### src/pcc_pkg.sv
// Shared constants, types and status codes of the polygon centroid core.
package pcc_pkg;

    localparam int MAX_VERTICES = 1024;
    localparam int CNT_W        = $clog2(MAX_VERTICES + 2);
    localparam int COORD_W      = 16;
    localparam int PSUM_W       = COORD_W + 1;
    localparam int PROD_W       = 2 * COORD_W;
    localparam int CROSS_W      = PROD_W + 1;
    localparam int WPROD_W      = CROSS_W + PSUM_W;
    localparam int AREA_W       = 43;
    localparam int WSUM_W       = 60;
    localparam int DIVR_W       = AREA_W + 2;
    localparam int QSTEP_W      = $clog2(WSUM_W);
    localparam int STATUS_W     = 2;
    localparam int FIFO_DEPTH   = 4;
    localparam int FIFO_AW      = $clog2(FIFO_DEPTH);

    localparam logic [STATUS_W-1:0] STATUS_OK        = 2'd0;
    localparam logic [STATUS_W-1:0] STATUS_ZERO_AREA = 2'd1;
    localparam logic [STATUS_W-1:0] STATUS_OVERFLOW  = 2'd2;

    // One edge request from the front to the back.
    typedef struct packed {
        logic signed [COORD_W-1:0] xa;
        logic signed [COORD_W-1:0] ya;
        logic signed [COORD_W-1:0] xb;
        logic signed [COORD_W-1:0] yb;
        logic                      close;
        logic                      ovf;
    } t_edge;

    // Division request to the shared divider.
    typedef struct packed {
        logic              start;
        logic              neg;
        logic [WSUM_W-1:0] dividend;
        logic [DIVR_W-1:0] divisor;
    } t_div_req;

endpackage

### src/pcc_front.sv
// Front end: accepts vertices, tracks first/previous vertex and count, issues edge requests.
module pcc_front import pcc_pkg::*; (
    input  logic                      i_clk,
    input  logic                      i_rst_n,
    input  logic                      i_valid,
    input  logic signed [COORD_W-1:0] i_vertex_x,
    input  logic signed [COORD_W-1:0] i_vertex_y,
    input  logic                      i_last,
    output logic                      o_stall,
    input  logic                      i_q_full,
    output logic                      o_push,
    output t_edge                     o_edge
);

    logic [CNT_W-1:0]          r_count, n_count;
    logic signed [COORD_W-1:0] r_first_x, n_first_x, r_first_y, n_first_y;
    logic signed [COORD_W-1:0] r_prev_x, n_prev_x, r_prev_y, n_prev_y;
    logic                      r_close_pend, n_close_pend;
    t_edge                     r_close_edge, n_close_edge;
    logic                      accept;

    assign o_stall = r_close_pend | i_q_full;
    assign accept  = i_valid & ~o_stall;

    always_comb begin
        n_count      = r_count;
        n_first_x    = r_first_x;
        n_first_y    = r_first_y;
        n_prev_x     = r_prev_x;
        n_prev_y     = r_prev_y;
        n_close_pend = r_close_pend;
        n_close_edge = r_close_edge;
        o_push       = 1'b0;
        o_edge       = '0;
        if (r_close_pend && !i_q_full) begin
            o_push       = 1'b1;
            o_edge       = r_close_edge;
            n_close_pend = 1'b0;
        end else if (accept) begin
            if (r_count < CNT_W'(MAX_VERTICES)) begin
                if (r_count == '0) begin
                    n_first_x = i_vertex_x;
                    n_first_y = i_vertex_y;
                end else begin
                    o_push    = 1'b1;
                    o_edge.xa = r_prev_x;
                    o_edge.ya = r_prev_y;
                    o_edge.xb = i_vertex_x;
                    o_edge.yb = i_vertex_y;
                end
                n_prev_x = i_vertex_x;
                n_prev_y = i_vertex_y;
                n_count  = r_count + 1'b1;
            end else begin
                n_count = CNT_W'(MAX_VERTICES + 1);
            end
            if (i_last) begin
                n_count = '0;
                if (r_count >= CNT_W'(MAX_VERTICES)) begin
                    // overflow marker closes the polygon with no geometry
                    o_push       = 1'b1;
                    o_edge       = '0;
                    o_edge.close = 1'b1;
                    o_edge.ovf   = 1'b1;
                end else if (r_count == '0) begin
                    // single vertex: degenerate closing edge
                    o_push       = 1'b1;
                    o_edge.xa    = i_vertex_x;
                    o_edge.ya    = i_vertex_y;
                    o_edge.xb    = i_vertex_x;
                    o_edge.yb    = i_vertex_y;
                    o_edge.close = 1'b1;
                    o_edge.ovf   = 1'b0;
                end else begin
                    // hold the closing edge until the queue has room
                    n_close_pend       = 1'b1;
                    n_close_edge.xa    = i_vertex_x;
                    n_close_edge.ya    = i_vertex_y;
                    n_close_edge.xb    = r_first_x;
                    n_close_edge.yb    = r_first_y;
                    n_close_edge.close = 1'b1;
                    n_close_edge.ovf   = 1'b0;
                end
            end
        end
    end

    always_ff @(posedge i_clk) begin
        if (!i_rst_n) begin
            r_count      <= '0;
            r_first_x    <= '0;
            r_first_y    <= '0;
            r_prev_x     <= '0;
            r_prev_y     <= '0;
            r_close_pend <= 1'b0;
        end else begin
            r_count      <= n_count;
            r_first_x    <= n_first_x;
            r_first_y    <= n_first_y;
            r_prev_x     <= n_prev_x;
            r_prev_y     <= n_prev_y;
            r_close_pend <= n_close_pend;
        end
    end

    always_ff @(posedge i_clk) begin
        r_close_edge <= n_close_edge;
    end

endmodule

### config.mk
export PLATFORM = sky130hd
export DESIGN_NAME = pcc_front
export DESIGN_NICKNAME = d
export VERILOG_FILES = /design/src/pcc_pkg.sv /design/src/pcc_front.sv
export SDC_FILE = /design/constraint.sdc
export NUM_CORES = 1
export LEC_CHECK = 0
export BUFFER_PORTS_ARGS = -buffer_cell sky130_fd_sc_hd__buf_2
export CORE_MARGIN = 5
export CORE_UTILIZATION = 50
export DETAILED_ROUTE_END_ITERATION = 6
export PLACE_DENSITY = 0.72
export SLEW_MARGIN = 20
export SYNTH_ARGS = -nofsm -noshare
export SYNTH_HDL_FRONTEND = slang
export SYNTH_SLANG_ARGS = --single-unit
### constraint.sdc
create_clock -name i_clk -period 16.62 [get_ports i_clk]
set_input_delay 1.662 -clock i_clk [delete_from_list [all_inputs] [get_ports i_clk]]
set_output_delay 1.662 -clock i_clk [all_outputs]
set_load 0.01 [all_outputs]
Word-level counts from Yosys, hierarchy flattened
Cells that the tools add are included.

operators by class
  reduce and logical (&&, ||, !) cells = 9
  bitwise operators = 7
  order comparisons = 2
  $add $sub $neg = 1
  mux-type cells = 16

operators with widths
  cell                                                              count
  66-bit 2-to-1 mux                                                 5
  64-bit 2-to-1 mux                                                 2
  11-bit 2-to-1 mux                                                 2
  11-bit by 1-bit adder with 11-bit output (second input constant)  1
  11-bit >= comparator (second input constant)                      1
  11-bit logical NOT                                                1
  11-bit less-than comparator (second input constant)               1
  4-bit AND reduction                                               2
  1-bit 2-to-1 mux                                                  7
  1-bit inverter                                                    5
  5-bit AND reduction                                               1
  3-bit AND reduction                                               1
  2-bit AND reduction                                               1
  2-bit OR reduction                                                1
  1-bit AND                                                         1
  1-bit logical AND                                                 1
  1-bit logical NOT                                                 1
  1-bit bitwise OR                                                  1

storage, ports and cells
  flip-flop bits (word level) = 140
  logic and storage cells = 45

Depth between registers and ports, before layout
  depth after elaboration = 8
  depth in mapped cells = 9

Worst setup path before layout
No wires, ideal clock.

  kind = input -> register
  from = in i_q_full
  to = reg r_close_edge[10] in the netlist's numbering, enable pin
  cell stages on the path = 4
  path buffers = 1
  arrival = 6.787 ns
  required time = 16.052 ns
  setup slack = 9.266 ns
  path through = buf_2 -> nor3b_2 -> nand2_1 -> nor3_1

on the way
  longest elaborated chain between the ends = 4
  elaborated cells between the ends (all ways) = 7
  classes of those cells = bitwise (4); reduce/logical (3)

RTL lines
  item                                                          RTL line                          source
  from (decl)                                                   pcc_front.sv:10                   input logic i_q_full,
  1-bit bitwise OR / 1-bit logical NOT (equally long branches)  pcc_front.sv:22, pcc_front.sv:35
  1-bit inverter / 1-bit logical AND (equally long branches)    pcc_front.sv:23, pcc_front.sv:35
  1-bit AND / 1-bit inverter (equally long branches)            n/a
  5-bit AND reduction (no source line) (*)                      n/a
  to (signal assigned)                                          pcc_front.sv:107                  r_close_edge <= n_close_edge;
  to (decl)                                                     pcc_front.sv:19                   t_edge r_close_edge, n_close_edge;

Mark *: on every way between the ends. The rest lies on a longest branch, timed or not.
A chain may end at the register's enable or synchronous reset.

==> flow_metrics.env <==
export IMPL_synthTopCellsByCount="106 x nand2_1, 76 x dfxtp_1, 72 x nand3_1"
export IMPL_gr_total_overflow=0
export IMPL_gp_congestion=0.791
export IMPL_wl_um=14200
export IMPL_firstDrtPassIters=5
export IMPL_ctsLongestPathBuffers=2
export IMPL_synthXorXnorAreaFrac_pct=0
export IMPL_cts_root_buf="clkbuf_16"
export IMPL_ioPinCount=105
export IMPL_num_antenna_cells=0
export IMPL_die_y_um=120
export IMPL_synth_ff_type="dfxtp_1"
export IMPL_async_flop_share_pct=0
export IMPL_period_share_pct=34.0
export IMPL_clkTransAtPathRegs_ns=0.06
export IMPL_utilization_pct=59.8
export IMPL_synth_warning_count=0
export IMPL_yosys_cell_types_count=49
export IMPL_core_sq_um=11900
export IMPL_dieArea_sq_um=14400
export IMPL_worst_setup_path_end_kind="output pin"
export IMPL_synth_nets=599
export IMPL_hpwl_um=8610
export IMPL_crit_fanout=38
export IMPL_synth_mux_area_fraction_pct=0
export IMPL_crit_required_ns=14.96
export IMPL_dieWidth_um=120
export IMPL_synth_edff_count=64
export IMPL_status="completed"
export IMPL_power_share_combinational_pct=6.6
export IMPL_rsz0062_at_grt="no"
export IMPL_wl_per_cell_um=17.8
export IMPL_relSlewSlack_pct=28.3
export IMPL_clkSinkCount=140
export IMPL_hold_violations=0
export IMPL_syn2layout_area_growth_pct=18.1
export IMPL_drive_gt1_share_pct=23.5
export IMPL_vias=4654
export IMPL_synthAdderAreaFrac_pct=0.415
export IMPL_cellPowerDensity_nw_per_um2=112
export IMPL_grt_max_degree=114
export IMPL_synth_top_family_by_area="simple AND/OR/NAND/NOR gates"
export IMPL_cts_setup_buffers=0
export IMPL_finalSetupViolCount=0
export IMPL_cts_tree="done"
export IMPL_pwr_share_clk_pct=46.7
export IMPL_power_leakage_uw=0.00294
export IMPL_cts_resized=0
export IMPL_worst_hold_path_num_cells=0
export IMPL_antenna_left=0
export IMPL_final_nets=681
export IMPL_synth_compound_area_share_pct=16.6
export IMPL_hp_class="flip-flop to flip-flop"
export IMPL_tightest_slew_ns=1.08
export IMPL_synth_top_area_share_pct=31.9
export IMPL_first_iter_violations=404
export IMPL_p_int_uw=630
export IMPL_netlist_area_sq_um=6030
export IMPL_clock_latency_ns=0.41
export IMPL_worstSetupStartpointType="input port"
export IMPL_power_uw=801
export IMPL_seq_power_share_pct=46.6
export IMPL_grt_pass1_vias=4484
export IMPL_synth_area_leaders="edfxtp_1 32%, dfxtp_1 25%, nand2_1 6.6%"
export IMPL_rr_worst_depth=4
export IMPL_period_needed_ns=5.65
export IMPL_start_util_pct=50.7
export IMPL_switching_share_pct=21.4
export IMPL_viasPerCell=5.81
export IMPL_std_cell_rows=40
export IMPL_io_buffers=104
export IMPL_tns_ns=0
export IMPL_finalMaxSlewViolations=0
export IMPL_yosysMostFrequentCell="nand2_1"
export IMPL_synth_seq_cells=140
export IMPL_cts_buffers=17
export IMPL_arrival_ns=3.98
export IMPL_grtUsageTotal_pct=20.2
export IMPL_antenna_found_initial=0
export IMPL_crit_type="input port to output pin"
export IMPL_yosysTopAreaCell="edfxtp_1"
export IMPL_switching_power_uw=172
export IMPL_ir_drop_uv=94.3
export IMPL_drc=0
export IMPL_avgSynthCellArea_sq_um=10.8
export IMPL_yosys_area_share_simple_pct=21.2
export IMPL_h_tree_depth=4
export IMPL_timing_fmax_ghz=0.177
export IMPL_grt_pass1_wl_um=23200
export IMPL_ctsHoldBuffers=0
export IMPL_ys_seq_area_share_pct=57.1
export IMPL_syn_inst=560
export IMPL_cap_viol_max_count=0
export IMPL_skew_ns=0.00493
cell type report:
| type | count | area, sq um |
|---|---|---|
| fill | 994 | 4790 |
| sequential | 140 | 3440 |
| multi-input combinational | 368 | 2320 |
| timing repair buffer | 112 | 583 |
| clock buffer | 23 | 468 |
| tap | 147 | 184 |
| clock inverter | 8 | 116 |
| inverter | 3 | 11.3 |
logic make-up after synthesis:
group,after synthesis
adders and majority gates,2
and+or+nand+nor,250
DFF,140
buffers and inverters,52
AOI/OAI and AO/OA,116
routing by layer:
layer | GRT usage, % | vias up | wire [um]
met5 | 0 | - | 0
met3 | 5.18 | 18 | 861
met2 | 31.5 | 152 | 6820
met4 | 7.16 | 0 | 170
met1 | 27.3 | 2265 | 6370
li1 | - | 2219 | -
registers in the layout, summed over array words and instances, names as in the netlist:
name	flops
r_count	11
r_first_y	16
r_prev_y	16
r_prev_x	16
r_close_edge	64
r_first_x	16
r_close_pend	1
metrics by stage:
step | cells | hold WS (ns) | setup slack (ns) | area, sq um
global placement | 770 | 0.411 | 11.03 | 6540
detailed placement | 770 | 0.414 | 10.97 | 6540
global route | 801 | 0.436 | 10.89 | 7130
floorplan | 560 | 0.408 | 9.27 | 6030
finish | 801 | 0.427 | 10.97 | 7130
CTS | 801 | 0.428 | 10.98 | 7130
critical path, cell delays in order:
cell and delay [ns]:
buf_2 0.16, or4b_4 0.75, nor2_2 0.68, buf_4 0.36
a221o_1 0.19, buf_2 0.13
power by group through the flow:
stage | clock (uW) | sequential [uW] | combinational (uW)
floorplan | 0 | 380 | 32.9
global placement | 0 | 380 | 51.7
detailed placement | 0 | 381 | 53.4
CTS | 381 | 374 | 53.6
global route | 396 | 374 | 58.9
finish | 374 | 374 | 53.3
worst paths after layout:
| path | slack, ns | endpoint | from |
|---|---|---|---|
| hold reg to reg | 0.43 | r_close_edge[18]$_DFFE_PP_ | r_first_x[0]$_SDFFE_PN0P_ |
| hold / removal | 0.43 | r_close_edge[18]$_DFFE_PP_ | r_first_x[0]$_SDFFE_PN0P_ |
| setup reg to reg | 14.26 | r_close_edge[47]$_DFFE_PP_ | r_close_pend$_SDFFE_PP0P_ |
| setup / recovery | 10.97 | o_edge[61] | i_q_full |
layout by cell type (no fill, tap or decap), drive strengths merged, types with 3 or more instances in the layout:
cell type and n:
bufinv 3, clkbuf 23, inv 3, clkinv 4, a221o 31, nor2 11, and4 3, a21boi 33
and3 4, dfxtp 76, nand4 3, and2 33, buf 112, edfxtp 64, a22o 32, o211ai 5
nand3 72, nand2 106, o21ai 4
Note: power is estimated with default switching activity, not from simulation.
