**src/pcc_pkg.sv**
```systemverilog
// Shared constants, types and status codes of the polygon centroid core.
package pcc_pkg;

    localparam int MAX_VERTICES = 1024;
    localparam int CNT_W        = $clog2(MAX_VERTICES + 2);
    localparam int COORD_W      = 16;
    localparam int PSUM_W       = COORD_W + 1;
    localparam int PROD_W       = 2 * COORD_W;
    localparam int CROSS_W      = PROD_W + 1;
    localparam int WPROD_W      = CROSS_W + PSUM_W;
    localparam int AREA_W       = 43;
    localparam int WSUM_W       = 60;
    localparam int DIVR_W       = AREA_W + 2;
    localparam int QSTEP_W      = $clog2(WSUM_W);
    localparam int STATUS_W     = 2;
    localparam int FIFO_DEPTH   = 4;
    localparam int FIFO_AW      = $clog2(FIFO_DEPTH);

    localparam logic [STATUS_W-1:0] STATUS_OK        = 2'd0;
    localparam logic [STATUS_W-1:0] STATUS_ZERO_AREA = 2'd1;
    localparam logic [STATUS_W-1:0] STATUS_OVERFLOW  = 2'd2;

    // One edge request from the front to the back.
    typedef struct packed {
        logic signed [COORD_W-1:0] xa;
        logic signed [COORD_W-1:0] ya;
        logic signed [COORD_W-1:0] xb;
        logic signed [COORD_W-1:0] yb;
        logic                      close;
        logic                      ovf;
    } t_edge;

    // Division request to the shared divider.
    typedef struct packed {
        logic              start;
        logic              neg;
        logic [WSUM_W-1:0] dividend;
        logic [DIVR_W-1:0] divisor;
    } t_div_req;

endpackage

```
**src/pcc_fifo.sv**
```systemverilog
// Short edge request queue between the front and the back.
module pcc_fifo import pcc_pkg::*; (
    input  logic  i_clk,
    input  logic  i_rst_n,
    input  logic  i_push,
    input  t_edge i_data,
    input  logic  i_pop,
    output t_edge o_data,
    output logic  o_full,
    output logic  o_empty
);

    t_edge              r_mem [FIFO_DEPTH];
    logic [FIFO_AW-1:0] r_wr_ptr;
    logic [FIFO_AW-1:0] r_rd_ptr;
    logic [FIFO_AW:0]   r_count;
    logic               do_push;
    logic               do_pop;

    assign o_full  = (r_count == (FIFO_AW + 1)'(FIFO_DEPTH));
    assign o_empty = (r_count == '0);
    assign o_data  = r_mem[r_rd_ptr];
    assign do_push = i_push & ~o_full;
    assign do_pop  = i_pop & ~o_empty;

    always_ff @(posedge i_clk) begin
        if (!i_rst_n) begin
            r_wr_ptr <= '0;
            r_rd_ptr <= '0;
            r_count  <= '0;
        end else begin
            if (do_push) begin
                r_wr_ptr <= r_wr_ptr + 1'b1;
            end
            if (do_pop) begin
                r_rd_ptr <= r_rd_ptr + 1'b1;
            end
            case ({do_push, do_pop})
                2'b10:   r_count <= r_count + 1'b1;
                2'b01:   r_count <= r_count - 1'b1;
                default: r_count <= r_count;
            endcase
        end
    end

    always_ff @(posedge i_clk) begin
        if (do_push) begin
            r_mem[r_wr_ptr] <= i_data;
        end
    end

endmodule

```
**config.mk**
```make
export PLATFORM = sky130hd
export DESIGN_NAME = pcc_fifo
export DESIGN_NICKNAME = d
export VERILOG_FILES = /design/src/pcc_pkg.sv /design/src/pcc_fifo.sv
export SDC_FILE = /design/constraint.sdc
export NUM_CORES = 1
export LEC_CHECK = 0
export BUFFER_PORTS_ARGS = -buffer_cell sky130_fd_sc_hd__clkbuf_2
export CORE_MARGIN = 2
export CORE_UTILIZATION = 45
export DETAILED_ROUTE_END_ITERATION = 8
export PLACE_DENSITY = 0.67
export SLEW_MARGIN = 5
export SYNTH_ARGS = -nofsm -noshare
export SYNTH_HDL_FRONTEND = slang
export SYNTH_SLANG_ARGS = --single-unit
```
**constraint.sdc**
```tcl
create_clock -name i_clk -period 2.85 [get_ports i_clk]
set_input_delay 0.1425 -clock i_clk [delete_from_list [all_inputs] [get_ports i_clk]]
set_output_delay 0.1425 -clock i_clk [all_outputs]
set_load 0.02 [all_outputs]
```
**Yosys cells after proc, flatten, opt, wreduce, memory -nomap -nowiden**

Memories as Yosys holds them, arrays and structs flattened. A register that Yosys moved wholly into a read port is not among the register bits.
Index checks and enable logic that the tools add are counted.

- Add/subtract/negate cells: 4
- Multiply operators: 0
- Divide/modulo/power cells: 0
- Magnitude comparators: 0
- Equal/unequal tests: 3
- Shift-type cells: 0
- Muxes and demuxes: 5
- Bitwise logic cells: 4
- Reductions and logical operators: 2

Operator list:

| operator | count |
|---|---|
| case mux 3 bit (2 select lines) | 1 |
| adder 2 x 1 -> 2 bit, second input constant | 2 |
| two-way mux 2 bit | 2 |
| adder 3 x 1 -> 3 bit, second input constant | 1 |
| equality test 3 bit, second input constant | 1 |
| logical NOT 3 bit | 1 |
| subtractor 3 x 1 -> 3 bit, second input constant | 1 |
| bitwise AND 1 bit | 2 |
| equality test 2 x 1 -> 1 bit, second input constant | 1 |
| equality test 2 bit, second input constant | 1 |
| two-way mux 1 bit | 2 |
| NOT 1 bit | 2 |
| nonzero test 2 bit | 1 |

- Bits in registers: 7
- Latch bits: 0
- Bits in writable memories: 264
- Memory bits (read-only): 0
- Bits of input ports: 70
- Output and inout bits: 68
- Logic and storage cells: 22
- Memories: 1

Memories:

| name | depth | bits a word | read ports | clocked after Yosys merged registers in | write ports | line | text |
|---|---|---|---|---|---|---|---|
| r_mem | 4 | 66 | 1 | 1 | 1 | pcc_fifo.sv:13 | `t_edge r_mem [FIFO_DEPTH];` |

**Logic depth before layout (Yosys ltp)**

Gate-level depths: netlist of run 1.

- Depth in word-level cells: 5
- Gate-level depth with buffers: 10
- Depth with buffers taken out: 9

**Least setup slack after synthesis of run 1**

Ideal clock, no wire load.

- Kind: register to register
- Start point: reg r_count[2]
- End point: mem r_mem[2][0] in the netlist's numbering (enable)
- Setup time: 0.431 ns
- Data arrival time: 2.464 ns
- Required time: 2.419 ns
- Setup slack: -0.045 ns
- Cell stages (with the launch flop): 5
- Path buffers: 1
- Clock period less this slack: 2.895 ns
- Path through: dfxtp_1 -> nor3b_1 -> nor2b_1 -> clkbuf_1 -> and2_1

- Longest elaborated chain between the ends: 5

Ends and longest elaborated chain:

| element | line | text |
|---|---|---|
| start: declaration | pcc_fifo.sv:16 | `logic [FIFO_AW:0] r_count;` |
| start signal: assignment | pcc_fifo.sv:39 | `2'b10: r_count <= r_count + 1'b1;` |
| start signal: assignment | pcc_fifo.sv:40 | `2'b01: r_count <= r_count - 1'b1;` |
| start signal: assignment | pcc_fifo.sv:41 | `default: r_count <= r_count;` |
| equality test 3 bit | pcc_fifo.sv:20 | `assign o_full = (r_count == (FIFO_AW + 1)'(FIFO_DEPTH));` |
| named net o_full | pcc_fifo.sv:9 | `output logic o_full,` |
| NOT 1 bit | pcc_fifo.sv:23 | `assign do_push = i_push & ~o_full;` |
| bitwise AND 1 bit | pcc_fifo.sv:23 |  |
| two-way mux 1 bit | pcc_fifo.sv:47 | `if (do_push) begin` |
| two-way mux 1 bit (implied by the code) | pcc_fifo.sv:48 | `r_mem[r_wr_ptr] <= i_data;` |
| end: declaration | pcc_fifo.sv:13 |  |

The timed path passes the listed nets, and every way through them passes these cells.

**Worst setup path after layout of run 1**

- Start point: reg r_count[2]
- End point: reg r_count[2]

- Longest elaborated chain between the ends: 5
- Elaborated cells on any way between the ends: 12
- Classes of those cells: add/sub (2); eq/ne (3); mux (1); bitwise (4); reduce/logical (2)

Ends and longest elaborated chain:

| element | line | text |
|---|---|---|
| equality test 3 bit or logical NOT 3 bit (tied branches) | pcc_fifo.sv:20, pcc_fifo.sv:21 |  |
| NOT 1 bit, on equally long branches | pcc_fifo.sv:23, pcc_fifo.sv:24 |  |
| bitwise AND 1 bit, on equally long branches | pcc_fifo.sv:23, pcc_fifo.sv:24 |  |
| equality test 2 x 1 -> 1 bit or equality test 2 bit (tied branches) | pcc_fifo.sv:38 | `case ({do_push, do_pop})` |
| case mux 3 bit (2 select lines) or nonzero test 2 bit (tied branches) | n/a |  |

Several ways; a longest one is shown, not always the timed one.
A chain may end at the register's enable or synchronous reset.

==> metrics, run 1 <==
multiplexer share of the synthesized area 15.1%; Synth Flop Type edfxtp_1; DRC 0; Starting Density 45.9%; vias 4,824; width of the chip 153 µm; Cell Area, Synth 10,000 µm²; global-route wire length before repair 29,300 µm; wire per inst 20.2 µm; Layout fillers 1,611; DR vias/cell 5.21; Die Span Y 153 µm; Yosys reg bits 273; PortBufs 137; list of most frequent post-synthesis cells 264 x edfxtp_1, 66 x mux4_2, 9 x dfxtp_1; Die Area 23,400 µm²; most common cell in the netlist edfxtp_1; R2R setup slack 0.46 ns; register area 8120 µm²; PwrDens 867 nW/µm²; Max Buffers Root-to-Sink 3; library cells used by synthesis 23; Initial DRC Count 357; Post-DRT Antenna Nets 0; Synth area leaders edfxtp_1 79%, mux4_2 15%, dfxtp_1 1.8%; register area share after synthesis 81.0%; Worst-Margin Slew 0.565 ns; vias in the first global route 5,203; Yosys warnings 0; Clk Latency, worst-skew pair 0.53 ns; CTS tree built; Worst EP required 3.28 ns; nature of the critical path startpoint flip-flop; Post-Synth Adder-Cell Area 0.825%; I/O Pins 138; DP HPWL 11,400 µm; Crit Path Max Fanout 7; Final Setup Violations 0; CTS root buf clkbuf_16; total power 10.9 mW; fmax 418 MHz; post-route setup TNS 0 ns; # rows 54; hold buffers post-CTS 68; syn_area_per_cell 25.1 µm²; largest area contributor in the netlist edfxtp_1; fin crit share 83.9%; clock transition at the registers of the reported paths 0.06 ns; TritonCTS Buffers 26; Multi-input gate area 1770 µm²; diode count 0; GRT Util Overall 16.1%; number of synthesized flops with an enable pin 264; Cells on Worst Hold Path 3; CTS H-tree lvls 1; Leak Pwr 4.30 nW; largest net degree at the start of global routing 38; Compound-Gate Fraction of Synth Area 0.400%; main combinational cell family by area after synthesis multiplexers; clock skew 0.0120 ns; Post-CTS Setup Bufs 0; CTS Sinks 273; R2R depth 9; Worst VDD drop 0.535 mV; first-pass iteration count of the detailed router 4; Syn Nets 474; P&R area growth vs syn 26.2%; Worst Path Arrival 2.82 ns; status complete, no violations; crit path time final 2.39 ns; RePlAce Congestion 0.671; Post-Synth XOR/XNOR Area 0.175%; layout cells sized above 1 39.6%; kind of critical path flip-flop to flip-flop; HP Class input port to flip-flop; final std cells w/o fill 926; Critical Path End Type flip-flop; Slew Viols, Final 0; final WL 18,700 µm; core box area 21,800 µm²; Mapped Cells 398; Synth top area share 79.2%; relative slew slack 62.3%; endpoints failing hold 0; RSZ-0062 raised after global routing false; cts repair resizes 0; async set-reset flop share out of synthesis 0%; Max Cap Viol 0; global route overflow 0; Placed Cells 810; Synth Area in Simple Gates 1.18%; initial antenna violation count 0; Layout Nets 702
layout by cell type (no fill, tap or decap), types with 3 or more instances in the layout:
cell type / netlist / routed
and2_4: 0 / 4
buf_12: 0 / 7
buf_4: 2 / 4
clkbuf_1: 3 / 10
clkbuf_16: 0 / 27
clkbuf_2: 1 / 137
clkinv_1: 0 / 3
clkinvlp_4: 0 / 3
dfxtp_1: 9 / 7
dlygate4sd3_1: 0 / 68
edfxtp_1: 264 / 264
ha_1: 5 / 5
inv_1: 6 / 6
mux4_2: 66 / 66
nand2_1: 7 / 7
o21ai_0: 5 / 5
final timing paths:
kind | from | to
worst max-delay path | r_count[2] | r_count[2]
worst min-delay path | i_push | r_wr_ptr[0]
worst max register to register | r_count[2] | r_count[2]
worst min register to register | r_wr_ptr[0] | r_wr_ptr[0]
logic make-up after synthesis:
kind of cell             count (synthesis)
AO/OA/AOI/OAI                            7
XOR/XNOR                                 2
adder cells (fa/ha/maj)                  6
buffers and inverters                   22
flip-flops                             273
multiplexers                            68
AND/OR/NAND/NOR                         20
sequential cells by signal, summed over array words and instances (netlist names), named ones only:
register	cells
r_count	3
r_mem	264
r_rd_ptr	2
r_wr_ptr	2
layer usage:
layer  share of wire, %  up-vias  track usage (%)
met1                 44     2496             23.6
met5                  0        -                0
met3                6.5       31             3.86
met2                 47      154             24.9
li1                   -     2143                -
met4                1.8        0             3.88
per-stage QoR:
step                setup WS [ns]  instance area [µm²]  hold WS (ns)  util [%]
floorplan                   0.337                10000         0.241         -
global placement            0.716                11100         0.356      50.9
detailed placement          0.476                11100         0.361      50.9
CTS                         0.396                12600        0.0855      57.8
global route                0.315                12600         0.125      57.8
finish                      0.458                12600         0.107      57.8
cell type report:
class	instances	share of cell area (%)
clock inverter	11	0.892
timing repair buffer	216	12.2
clock buffer	37	5.65
tap	280	2.78
sequential	273	64.3
multi-input combinational	103	14.1
inverter	6	0.178
where the power goes:
part           internal [mW]  switching [mW]  total (mW)  leakage (nW)
Combinational           1.14            1.45        2.59          1.41
Clock                   1.93            1.39        3.32         0.390
Sequential              4.84           0.197        5.03          2.50
critical path: stages (launching register included):
cell and delay (ns):
dfxtp_1 0.39, nor3b_1 0.28, nor2b_1 0.20, inv_1 0.09
ha_1 0.19, inv_1 0.07, fa_1 0.37, xor2_1 0.16
or3_1 0.32, a21boi_0 0.22
(Power assumes the default switching activity.)
==> inputs of run 2 (changes only) <==
--- a/config.mk
+++ b/config.mk
@@ -9,7 +9,6 @@
 export CORE_MARGIN = 2
 export CORE_UTILIZATION = 45
 export DETAILED_ROUTE_END_ITERATION = 8
-export PLACE_DENSITY = 0.67
 export SLEW_MARGIN = 5
 export SYNTH_ARGS = -nofsm -noshare
 export SYNTH_HDL_FRONTEND = slang
==> constraint.sdc (replaced) <==
create_clock -name i_clk -period 2.49 [get_ports i_clk]
set_input_delay 0.1245 -clock i_clk [delete_from_list [all_inputs] [get_ports i_clk]]
set_output_delay 0.1245 -clock i_clk [all_outputs]
set_load 0.02 [all_outputs]
==> run 2 against run 1 <==
Compared with the run above:
- clock power up 13%
- cell area up 0.17%
- register-to-register slack worse by 0.31 ns
- power up 14%
- routed wire length down 3.7%
- critical endpoint unchanged
==> metrics, run 2 (synthesis results as in run 1) <==
status complete, no violations; # rows 54; layout cells sized above 1 39.3%; Layout fillers 1,642; fmax 426 MHz; post-route cell area 12,600 µm²; worst r2r src r_count[2]; Worst Path Arrival 2.77 ns; Critical R2R Capture r_count[2]; Clk Latency, worst-skew pair 0.53 ns; Multi-input gate area 1780 µm²; P&R area growth vs syn 26.4%; Layout Nets 704; RSZ-0062 raised after global routing false; width of the chip 153 µm; clock skew 0.00962 ns; R2R depth 9; nature of the critical path startpoint flip-flop; wire per inst 19.5 µm; Internal Power 9.07 mW; final std cells w/o fill 924; CTS Sinks 273; commonest non-fill, non-tap cell in the layout edfxtp_1; first-pass iteration count of the detailed router 4; Worst EP required 2.92 ns; DRC 0; Reg power frac 45.8%; TritonCTS Buffers 28; Switching Fraction 27.3%; vias in the first global route 5,189; DR vias/cell 5.15; Final Setup Violations 0; Area after DPL 11,100 µm²; Critical Path End Type flip-flop; Top reg by flops r_mem; Max Buffers Root-to-Sink 3; CTS root buf clkbuf_16; PwrDens 985 nW/µm²; Initial DRC Count 192; Slew Viols, Final 0; CP most frequent cell inv_1; R2R setup slack 0.14 ns; endpoints failing hold 0; final WL 18,000 µm; most frequent cells in the layout 264 x edfxtp_1, 137 x clkbuf_2, 68 x dlygate4sd3_1; Max Cap Viol 0; Crit Path Max Fanout 7; largest net degree at the start of global routing 49; core box area 21,800 µm²; Worst Hold Slack 0.0816 ns; initial antenna violation count 0; CTS tree built; fin crit share 94.2%; Worst-Margin Slew 0.547 ns; GRT Util Overall 15.8%; Switch Pwr 3.40 mW; kind of critical path flip-flop to flip-flop; CTS H-tree lvls 1; CP startpoint r_count[2]; I/O Pins 138; worst path cell trace nor3b_2 -> nor2b_1 -> inv_1 -> ha_1 -> inv_1 -> fa_1 -> xor2_1 -> or3_1 -> a21boi_0; Largest register FFs 264; post-route setup TNS 0 ns; Comb pwr share 24.2%; global route overflow 0; RePlAce Congestion 0.673; crit-path max cell delay 0.39 ns; Critical Path End r_count[2]; clock transition at the registers of the reported paths 0.05 ns; relative slew slack 63.5%; HP Class input port to flip-flop; Crit-path slowest cell dfxtp_1; Starting Density 45.9%; clock power share 30.0%; register area 8120 µm²; total power 12.5 mW; Leak Pwr 4.31 nW; Placed Cells 810; largest registers r_mem: 264 flops, r_count: 3 flops; Post-DRT Antenna Nets 0; PortBufs 137; DP HPWL 10,600 µm; Die Span Y 153 µm; global-route wire length before repair 28,700 µm; diode count 0; vias 4,755; Die Area 23,400 µm²; crit path time final 2.35 ns; Worst VDD drop 0.672 mV
-- run 2: changes by cell type in the layout (fill, tap and decap cells not counted), moves of 2 or more --
cell / before / now
clkinv_1: 3 / 5
clkbuf_16: 27 / 29
buf_12: 7 / 9
clkinvlp_4: 3 / 0
buf_4: 4 / 2
-- run 2: worst min-delay path by stage --
stage | startpoint | end | slack [ns] | cells after the start
2_1_floorplan | i_data[0] | r_mem[0][0] | 0.22 | 0
3_3_place_gp | i_data[64] | r_mem[0][64] | 0.34 | 1
3_5_place_dp | i_data[40] | r_mem[0][40] | 0.35 | 1
4_1_cts | i_push | r_wr_ptr[0] | 0.06 | 3
5_1_grt | i_push | r_wr_ptr[0] | 0.09 | 3
6_report | i_push | r_wr_ptr[0] | 0.08 | 3
-- run 2: per-layer routing --
metal  part of all wire [%]  vias up  global-route usage, %
met2                     50      114                   26.9
met5                      0        -                      0
met3                    5.1       29                   3.54
met1                     43     2460                   20.9
li1                       -     2152                      -
met4                    1.6        0                   3.75
-- run 2: power groups by stage --
stage	clock network, mW	logic, mW	registers [mW]
finish	3.74	3.01	5.71
CTS	3.84	3.09	5.72
floorplan	0	2.09	5.72
global route	4.03	3.23	5.75
global placement	0	2.97	5.78
detailed placement	0	2.99	5.81
-- run 2: worst max-delay path, delay by kind of cell (launching register included) --
kind                     cells  cell delay (ns)
AND/OR/NAND/NOR              3             0.72
adder cells (fa/ha/maj)      2             0.57
flip-flops                   1             0.39
AO/OA/AOI/OAI                1             0.23
XOR/XNOR                     1             0.17
buffers and inverters        2             0.16
-- run 2: what timing repair did --
| action | 4_1_cts | 5_1_grt |
|---|---|---|
| hold endpoints to repair | 273 | 0 |
| hold buffers | 68 | 0 |
| gates resized for setup | 0 | 0 |
| setup buffers | 0 | 0 |
-- run 2: stage by stage --
step	utilization (%)	setup WS, ns
after CTS	57.9	0.136
after floorplan	-	0.228
after detailed placement	51.1	0.256
after global placement	51.1	0.435
final	57.9	0.145
after global routing	57.9	0.0900
-- run 2: final cells by class --
class	count	area share, %
Inverter	6	0.178
Multi-Input combinational cell	103	14.1
Sequential cell	273	64.2
Clock buffer	39	6.04
Tap cell	280	2.77
Timing Repair Buffer	216	12.3
Clock inverter	7	0.425
