--- src/pcc_pkg.sv ---
// Shared constants, types and status codes of the polygon centroid core.
package pcc_pkg;

    localparam int MAX_VERTICES = 1024;
    localparam int CNT_W        = $clog2(MAX_VERTICES + 2);
    localparam int COORD_W      = 16;
    localparam int PSUM_W       = COORD_W + 1;
    localparam int PROD_W       = 2 * COORD_W;
    localparam int CROSS_W      = PROD_W + 1;
    localparam int WPROD_W      = CROSS_W + PSUM_W;
    localparam int AREA_W       = 43;
    localparam int WSUM_W       = 60;
    localparam int DIVR_W       = AREA_W + 2;
    localparam int QSTEP_W      = $clog2(WSUM_W);
    localparam int STATUS_W     = 2;
    localparam int FIFO_DEPTH   = 4;
    localparam int FIFO_AW      = $clog2(FIFO_DEPTH);

    localparam logic [STATUS_W-1:0] STATUS_OK        = 2'd0;
    localparam logic [STATUS_W-1:0] STATUS_ZERO_AREA = 2'd1;
    localparam logic [STATUS_W-1:0] STATUS_OVERFLOW  = 2'd2;

    // One edge request from the front to the back.
    typedef struct packed {
        logic signed [COORD_W-1:0] xa;
        logic signed [COORD_W-1:0] ya;
        logic signed [COORD_W-1:0] xb;
        logic signed [COORD_W-1:0] yb;
        logic                      close;
        logic                      ovf;
    } t_edge;

    // Division request to the shared divider.
    typedef struct packed {
        logic              start;
        logic              neg;
        logic [WSUM_W-1:0] dividend;
        logic [DIVR_W-1:0] divisor;
    } t_div_req;

endpackage

--- src/pcc_div.sv ---
// Radix-2 restoring divider on magnitudes, with signed saturation of the quotient.
module pcc_div import pcc_pkg::*; (
    input  logic                      i_clk,
    input  logic                      i_rst_n,
    input  t_div_req                  i_req,
    output logic                      o_done,
    output logic signed [COORD_W-1:0] o_quot
);

    logic               r_busy;
    logic               r_done;
    logic [QSTEP_W-1:0] r_step;
    logic [DIVR_W-1:0]  r_rem;
    logic [WSUM_W-1:0]  r_quo;
    logic [DIVR_W-1:0]  r_divisor;
    logic               r_neg;
    logic [DIVR_W:0]    shifted;
    logic [DIVR_W+1:0]  diff;
    logic               qbit;

    assign shifted = {r_rem, r_quo[WSUM_W-1]};
    assign diff    = {1'b0, shifted} - {2'b00, r_divisor};
    assign qbit    = ~diff[DIVR_W+1];
    assign o_done  = r_done;

    always_comb begin
        if (r_neg) begin
            if (r_quo > WSUM_W'(2 ** (COORD_W - 1))) begin
                o_quot = {1'b1, {(COORD_W - 1){1'b0}}};
            end else begin
                o_quot = -$signed(r_quo[COORD_W-1:0]);
            end
        end else begin
            if (r_quo > WSUM_W'(2 ** (COORD_W - 1) - 1)) begin
                o_quot = {1'b0, {(COORD_W - 1){1'b1}}};
            end else begin
                o_quot = $signed(r_quo[COORD_W-1:0]);
            end
        end
    end

    always_ff @(posedge i_clk) begin
        if (!i_rst_n) begin
            r_busy <= 1'b0;
            r_done <= 1'b0;
            r_step <= '0;
        end else begin
            r_done <= 1'b0;
            if (i_req.start) begin
                r_busy <= 1'b1;
                r_step <= '0;
            end else if (r_busy) begin
                r_step <= r_step + 1'b1;
                if (r_step == QSTEP_W'(WSUM_W - 1)) begin
                    r_busy <= 1'b0;
                    r_done <= 1'b1;
                end
            end
        end
    end

    always_ff @(posedge i_clk) begin
        if (i_req.start) begin
            r_rem     <= '0;
            r_quo     <= i_req.dividend;
            r_divisor <= i_req.divisor;
            r_neg     <= i_req.neg;
        end else if (r_busy) begin
            r_rem <= qbit ? diff[DIVR_W-1:0] : shifted[DIVR_W-1:0];
            r_quo <= {r_quo[WSUM_W-2:0], qbit};
        end
    end

endmodule

--- config.mk ---
export PLATFORM = sky130hd
export DESIGN_NAME = pcc_div
export DESIGN_NICKNAME = d
export VERILOG_FILES = /design/src/pcc_pkg.sv /design/src/pcc_div.sv
export SDC_FILE = /design/constraint.sdc
export NUM_CORES = 1
export LEC_CHECK = 0
export ABC_AREA = 1
export BUFFER_PORTS_ARGS = -buffer_cell sky130_fd_sc_hd__buf_4
export CELL_PAD_IN_SITES_DETAIL_PLACEMENT = 1
export CELL_PAD_IN_SITES_GLOBAL_PLACEMENT = 1
export CORE_MARGIN = 2
export CORE_UTILIZATION = 25
export CTS_BUF_LIST = sky130_fd_sc_hd__clkbuf_16
export DETAILED_ROUTE_END_ITERATION = 8
export PLACE_DENSITY_LB_ADDON = 0.1
export SLEW_MARGIN = 20
export SYNTH_ARGS = -nofsm -noshare
export SYNTH_HDL_FRONTEND = slang
export SYNTH_SLANG_ARGS = --single-unit
--- constraint.sdc ---
create_clock -name i_clk -period 6 [get_ports i_clk]
set_input_delay 0.3 -clock i_clk [delete_from_list [all_inputs] [get_ports i_clk]]
set_output_delay 0.3 -clock i_clk [all_outputs]
set_load 0.01 [all_outputs]
======== After elaboration in Yosys (flattened, before gate mapping) ========
Cells that the tools add are included.
word-level totals
  register bits after elaboration ......... 159
  logic and storage cells ................. 29
  output and inout bits ................... 17
operators by class
  $add $sub $neg .......................... 3
  eq/ne operators ......................... 1
  reductions and logical operators ........ 3
  mux-type cells .......................... 10
  magnitude comparators ................... 2
  bitwise operators ....................... 3
operators with widths
  cell                                                  count
  two-way mux 60 bit                                    2
  > comparator 60 x 15 -> 1 bit, second input constant  1
  > comparator 60 x 16 -> 1 bit, second input constant  1
  two-way mux 16 bit                                    3
  subtractor 46 x 45 -> 47 bit                          1
  two-way mux 45 bit                                    1
  negator 16 bit                                        1
  adder 6 x 1 -> 6 bit, second input constant           1
  == test 6 bit, second input constant                  1
  two-way mux 1 bit                                     4
  NOT 1 bit                                             3
  OR reduction 3 bit                                    1
  nonzero test 2 bit                                    1
  OR reduction 2 bit                                    1

======== Depth between registers and ports, before layout ========
Gate-level depths: netlist (run 1).
  word-level depth ........................ 4
  gate-level depth with buffers ........... 17

======== Least setup slack after synthesis (run 1) ========
Ideal clock, no wire load.
  path kind ............................... input to register
  start ................................... input port i_req[106] in the netlist's numbering
  end ..................................... register r_quo[0] (enable)
  slack ................................... 2.894 ns
  arrival time ............................ 2.657 ns
  stages .................................. 4
  required time ........................... 5.551 ns
  cell sequence ........................... clkbuf_1 > nor2_1 > inv_1 > clkbuf_1
on the way
  longest elaborated chain between the ends .. 1
ends and longest elaborated chain
  item                                 RTL line       text
  start, declared                      pcc_div.sv:5   input t_div_req i_req,
  nonzero test 2 bit (no source line)  --
  end signal, assigned                 pcc_div.sv:65  r_quo <= i_req.dividend;
  end signal, assigned                 pcc_div.sv:70  r_quo <= {r_quo[WSUM_W-2:0], qbit};
  end, declared                        pcc_div.sv:14  logic [WSUM_W-1:0] r_quo;
No other way between the ends.
A chain may end at the register's enable or synchronous reset.

======== Worst setup path after layout (run 1) ========
  start ................................... register r_divisor[25]
  end ..................................... register r_rem[11]
on the way
  longest elaborated chain between the ends .. 2
ends and longest elaborated chain
  item                          RTL line       text
  start, declared               pcc_div.sv:15  logic [DIVR_W-1:0] r_divisor;
  start signal, assigned        pcc_div.sv:66  r_divisor <= i_req.divisor;
  subtractor 46 x 45 -> 47 bit  pcc_div.sv:22  assign diff = {1'b0, shifted} - {2'b00, r_divisor};
  two-way mux 45 bit            pcc_div.sv:69  r_rem <= qbit ? diff[DIVR_W-1:0] : shifted[DIVR_W-1:0];
  end signal, assigned          pcc_div.sv:69
  end, declared                 pcc_div.sv:13  logic [DIVR_W-1:0] r_rem;
No other way between the ends.

==> metrics.cfg, run 1 <==
[pwr]
netSwitchingPower_uw=827
vdd_drop_max_mv=0.135
power.share.switching=0.297
power.density_cell_area_nw_per_um2=206
comb_power_share=0.140
share_of_total_power_in_sequential_cells=0.460
internal-power_uw=1960
power.leakage_uw=0.00672
p_clk_frac=0.400

[yosys]
synth_cell_types=37
post_synth_most_frequent_cells=nand2_1, inv_1, edfxtp_1, nand3_1, nor2_1
yosysWarnings=0
netlist_instances=1613
synth-main-ff-cell=edfxtp_1
synthMostInstantiatedCell=nand2_1
proportion_of_synthesized_chip_area_in_sequential_cells=0.388
yosysTopAreaCell=edfxtp_1
mappedNetlistArea_sq_um=10900
yosys-top-cells-area=edfxtp_1, nand2_1, inv_1
yosys_register_bits=159
netlist.area_leader.share=0.291
mappedNetlistNets=1770
synthArstFlopShare=0
synth_enable_flop_cells=106
syn_avg_cell_area_sq_um=6.79

[worst_setup_path]
critical_path.max_stage_delay_ns=0.78
timing_worst_setup_path_type=flop to flop
worst-endpoint-arrival_ns=4.22
critPathLaunchType=flop
end_kind=flop
cp_common_cell=nand2_1
critical_path.slowest_cell=nand2_2
worstPathMaxFanout=42
required_ns=6.42
critical_path.cell_chain=inv_1 -> ha_1 -> nand2_1 -> inv_1 -> a21oi_1 -> o21bai_2 -> inv_2 -> nand2_1 -> nand2_2 -> nand3_2 -> buf_4 -> nand2_1 -> nand3_1 -> o21ai_1

[die]
die_width_um=213
fp-row-count=76
design.die.area_sq_um=45500
floorplan.die.height_um=213
initial_core_util=0.254
coreArea_sq_um=43200
io-pin-count=126

[drt]
violation_count_after_the_first_detailed_routing_iteration=408
wirelength_mm=38.2
drt_first_pass_iters=4
post_dr_wirelength_cell_um=16.2
route.vias.total=10500
postRouteAntennaNets=0
drc_errors=0
avgViaCountPerCell=4.43

[timing]
rsz_0062_raised_after_global_routing=false
max_freq_mhz=263
setup_slack_ns=2.20
setup_tns_after_final_layout_ns=0
worst_pin_slew_ns=1.06
report.final.setup_viol=0
finalHoldViolCount=0
max_slew_violation_count=0
worst_clock_skew_ns=0.0145
min_period_over_period=0.633
post-route-min-period_ns=3.80
worst_slew_margin_rel=0.290

[clock_network]
cts.repair_timing.setup_buffer_count=0
clk_path_buf_depth=2
worstSkewPairLatency_ns=0.50
post_cts.resized_instances=0
cts-htree-levels=4
tritoncts.num_buffers=17
clock_transition_at_the_register_clock_pins_on_the_worst_setup_and_hold_paths_after_cts_ns=0.08
root_buffer=clkbuf_16
numClockSinks=159
tritoncts=built
cts-hold-fix-buffers=46

[finish]
fillers=5465
syn2layout_area_growth_pct=23.7
finalNetCount=1925
antenna_cells=0
final_layout_size_suffix_gt1_frac=0.102
final_cell_area_sq_um=13500

[placement]
placement.setup.worst_slack_ns=2.21
gp_congestion=0.824
place_area_sq_um=12500
hpwlAfterDp_mm=28.9
io_buffer_count=125

[global_routing]
gr-usage-all-layers=0.180
grt_antenna_before_repair=0
first_global_vias=11100
grt_overflow_total=0
grt_pass1_wl_mm=61.8
grt_max_degree=71

[flow_run]
maxCapViolCount=0

[hold_path]
min_delay_worst_type=input pin to flop

[run_status]
status=completed

-- critical path: cells and delay by family, from the launching register on --
kind            cells  cell delay, ns
compound gates      3            0.53
fa+ha+maj           1            0.35
buf+inv             4            0.66
flops               1            0.33
simple gates        6            1.83
-- logic make-up (layout without fill, tap and decap cells) --
| logic type | count (synthesis) | in the layout | synth area share |
|---|---|---|---|
| adders and majority gates | 48 | 48 | 0.0555 |
| xor gates and xnor gates | 34 | 34 | 0.0272 |
| buffers and inverters | 380 | 548 | 0.133 |
| AOI/OAI and AO/OA | 163 | 163 | 0.0790 |
| DFF | 159 | 159 | 0.388 |
| and+or+nand+nor | 829 | 829 | 0.318 |
-- worst paths after layout --
path	from	depth (start not counted)	end	slack (ns)
worst max-delay path	r_divisor[25]$_DFFE_PP_	14	r_rem[11]$_SDFFE_PP0P_	2.20
worst min-delay path	i_rst_n	3	r_busy$_SDFF_PN0_	0.05
worst max register to register	r_divisor[25]$_DFFE_PP_	14	r_rem[11]$_SDFFE_PP0P_	2.20
worst min register to register	r_rem[44]$_SDFFE_PP0P_	2	r_rem[44]$_SDFFE_PP0P_	0.47
-- power by group through the flow --
stage               combinational (uW)  sequential (uW)  clock (uW)
finish                             388             1280        1110
global route                       446             1290        1200
CTS                                398             1280        1170
detailed placement                 371             1310           0
global placement                   370             1300           0
floorplan                          212             1300           0
-- layout make-up --
class                   instances  area, sq um  area share
repair buffers                179         1460       0.108
inverters                     337         1270      0.0935
well taps                     585          732      0.0540
flip-flops and latches        159         4240       0.313
multi-input cells            1074         5260       0.388
clock buffers                  17          425      0.0314
clock inverters                15          155      0.0115
-- per-layer routing --
layer  routed length [um]  vias to the layer above  track usage
met1                18800                     4915        0.239
met2                17500                      153        0.294
met4                  653                        0       0.0589
met5                    0                        -            0
met3                 1210                       27       0.0338
li1                     -                     5389            -
-- cells in the final DEF (no fill, tap or decap), drive strengths merged --
| cell type | instances |
|---|---|
| nor2 | 106 |
| o211ai | 1 |
| clkinv | 10 |
| nand4 | 62 |
| ha | 47 |
| fa | 1 |
| nor3b | 1 |
| dlygate4sd3 | 46 |
| edfxtp | 106 |
| and2 | 3 |
| a31oi | 1 |
| inv | 341 |
| xor2 | 20 |
| a21o | 1 |
| buf | 133 |
| nor3 | 13 |
| clkbuf | 17 |
| clkinvlp | 1 |
| nor4 | 6 |
| o22ai | 1 |
| xnor2 | 14 |
| o21bai | 9 |
| or2 | 1 |
| dfxtp | 53 |
| nand3b | 1 |
| nand3 | 107 |
| a21oi | 41 |
| o21ai | 109 |
| nand2 | 529 |
-- metrics by stage --
step | power (uW) | utilization | std cells | hold slack (ns)
3_5_place_dp | 1680 | 0.290 | 2288 | 0.464
2_1_floorplan | 1510 | - | 1613 | 0.399
3_3_place_gp | 1670 | 0.290 | 2288 | 0.462
5_1_grt | 2930 | 0.314 | 2366 | 0.0578
4_1_cts | 2850 | 0.314 | 2366 | 0.0228
6_report | 2780 | 0.314 | 2366 | 0.0541
-- sequential cells by signal (all words and copies together) (netlist names) --
signal / flops
r_quo: 60
r_step: 6
r_neg: 1
r_divisor: 45
r_busy: 1
o_done: 1
r_rem: 45
(Power assumes the default switching activity.)
==> run 2, diff against run 1 <==
Clock period 6 ns to 3.1 ns, I/O delays scaled along.
==> run 2 against run 1 <==
Non-clock buffer count increased by 72. Sequential share of layout area decreased by 1.7 points. Sequential power increased by 94%. Die area unchanged. Hold slack improved by 0.32 ns. Core utilization increased by 1.7 points. Global-route usage increased by 0.12 points. Power increased by 100%. Register-to-register slack got worse by 2.0 ns. Largest power group unchanged.
==> metrics.cfg, run 2 (same netlist as run 1, synthesis figures left out) <==
[finish]
fillers=5409  ; was 5,465
layout_common_cells=nand2_1, inv_1, buf_4, dlygate4sd3_1, edfxtp_1  ; was nand2_1, inv_1, buf_4, edfxtp_1, nand3_1
largestRegisters=r_quo (60), r_divisor (45), r_rem (45)  ; unchanged
largest_register_ffs=60  ; unchanged
final_core_util=0.331  ; was 0.314
syn2layout_area_growth_pct=30.6  ; was 23.7%
largest-register=r_quo  ; unchanged
final_cell_area_sq_um=14300  ; was 13,500 sq um
layout.cells.most_common=nand2_1  ; unchanged
finalNetCount=1997  ; was 1,925
final_layout_size_suffix_gt1_frac=0.103  ; was 0.102

[hold_path]
hp-start=i_req[5]  ; was i_rst_n
hold_end=r_divisor[5]$_DFFE_PP_  ; was r_busy$_SDFF_PN0_
worst_hold_path.num_cells=2  ; was 3
min_delay_worst_type=input pin to flop  ; unchanged

[global_routing]
grt_antenna_before_repair=1  ; was 0
first_global_vias=11600  ; was 11,100
grt_max_degree=139  ; was 71
grt_pass1_wl_mm=62.9  ; was 61.8 mm
gr-usage-all-layers=0.181  ; was 0.180
grt_overflow_total=0  ; unchanged

[placement]
hpwlAfterDp_mm=29.4  ; was 28.9 mm
gp_congestion=0.848  ; was 0.824
io_buffer_count=125  ; unchanged
place_area_sq_um=12600  ; was 12,500 sq um

[clock_network]
clk_path_buf_depth=2  ; unchanged
clock_transition_at_the_register_clock_pins_on_the_worst_setup_and_hold_paths_after_cts_ns=0.07  ; was 0.08 ns
cts.repair_timing.setup_buffer_count=0  ; unchanged
tritoncts.num_buffers=17  ; unchanged
tritoncts=built  ; unchanged
numClockSinks=159  ; unchanged
cts-htree-levels=4  ; unchanged
root_buffer=clkbuf_16  ; unchanged
worstSkewPairLatency_ns=0.50  ; about the same

[drt]
avgViaCountPerCell=4.43  ; about the same
wirelength_mm=38.8  ; was 38.2 mm
postRouteAntennaNets=0  ; unchanged
drc_errors=0  ; unchanged
post_dr_wirelength_cell_um=15.9  ; was 16.2 um
violation_count_after_the_first_detailed_routing_iteration=466  ; was 408
route.vias.total=10800  ; was 10,500
drt_first_pass_iters=4  ; unchanged

[die]
fp-row-count=76  ; unchanged
initial_core_util=0.254  ; unchanged
design.die.area_sq_um=45500  ; unchanged
die_width_um=213  ; unchanged
floorplan.die.height_um=213  ; unchanged
coreArea_sq_um=43200  ; unchanged
io-pin-count=126  ; unchanged

[pwr]
power.density_cell_area_nw_per_um2=392  ; was 206 nW/um^2
power.leakage_uw=0.00706  ; was 0.00672 uW
vdd_drop_max_mv=0.325  ; was 0.135 mV

[timing]
rsz_0062_raised_after_global_routing=true  ; was false
worst_clock_skew_ns=0.0155  ; was 0.0145 ns
max_freq_mhz=348
report.final.setup_viol=0  ; unchanged
min_period_over_period=0.926
hold_slack_ns=0.375  ; was 0.0541 ns
post-route-min-period_ns=2.87
setup_tns_after_final_layout_ns=0  ; unchanged
finalHoldViolCount=0  ; unchanged
max_slew_violation_count=0  ; unchanged
worst_pin_slew_ns=0.627  ; was 1.06 ns
worst_slew_margin_rel=0.582  ; was 0.290

[worst_setup_path]
worst-endpoint-arrival_ns=2.72  ; was 4.22 ns
end_kind=primary output  ; was flop
worst_r2r_startpoint=r_quo[59]$_DFFE_PP_  ; was r_divisor[25]$_DFFE_PP_
worstPathMaxFanout=12  ; was 42
critPathLaunchType=flop  ; unchanged
timing_worst_setup_path_type=flop to primary output  ; was flop to flop
required_ns=2.94  ; was 6.42 ns
worstReg2RegEnd=r_rem[28]$_SDFFE_PP0P_  ; was r_rem[11]$_SDFFE_PP0P_
r2r_cells=13  ; was 14
setup.reg_to_reg.worst_slack_ns=0.25  ; was 2.20 ns

[flow_run]
maxCapViolCount=0  ; unchanged

[run_status]
status=completed  ; unchanged

[run 2: metal layers]
layer | vias to the layer above | track usage | wire, um
met5 | - | 0 | 0
met4 | 0 | 0.0582 | 620
met3 | 29 | 0.0324 | 1110
met2 | 137 | 0.303 | 18200
met1 | 5095 | 0.237 | 18900
li1 | 5539 | - | -
[run 2: worst max path at each step]
stage	start	cells past startpoint	slack (ns)	endpoint
finish	r_quo[0]$_DFFE_PP_	11	0.23	o_quot[10]
global route	r_quo[0]$_DFFE_PP_	11	-0.02	o_quot[10]
CTS	r_quo[0]$_DFFE_PP_	11	0.11	o_quot[12]
detailed placement	r_quo[59]$_DFFE_PP_	15	0.24	r_rem[37]$_SDFFE_PP0P_
global placement	r_quo[59]$_DFFE_PP_	15	0.32	r_rem[37]$_SDFFE_PP0P_
floorplan	r_busy$_SDFF_PN0_	4	0.04	r_quo[0]$_DFFE_PP_
[run 2: critical path, stage by stage (launching register included)]
cell      delay [ns]
edfxtp_1        0.41
inv_1           0.12
ha_1            0.20
nand3_1         0.15
nor2_1          0.21
nand3_1         0.15
nor2_1          0.14
nand2_1         0.06
nand2_1         0.15
nand2_2         0.20
o21ai_0         0.26
buf_4           0.17
[run 2: stage by stage]
step                      setup WS, ns  cells  total power [uW]
final                            0.228   2439              5600
after global routing           -0.0154   2439              5890
after CTS                        0.107   2438              5720
after detailed placement         0.243   2298              3250
after global placement           0.319   2298              3240
after floorplan                 0.0442   1613              2920
[run 2: final cells by class]
cell class                 count  area (sq um)  share of cell area
antenna                        1          2.50            0.000175
clock buffer                  17           425              0.0298
clock inverter                15           184              0.0129
inverter                     337          1270              0.0886
multi-input combinational   1074          5260               0.368
sequential                   159          4240               0.297
tap                          585           732              0.0512
timing repair buffer         251          2180               0.153
[run 2: power by group]
group	switching, uW	total (uW)	internal, uW
Clock	1020	2300	1280
Sequential	60.3	2480	2420
Combinational	467	823	356
[run 2: repair_timing]
action / 4_1_cts / 5_1_grt
hold buffers: 108 / 0
endpoints found under the setup margin: 3 / 5
resized for setup: 3 / 3
hold endpoints to repair: 112 / 0
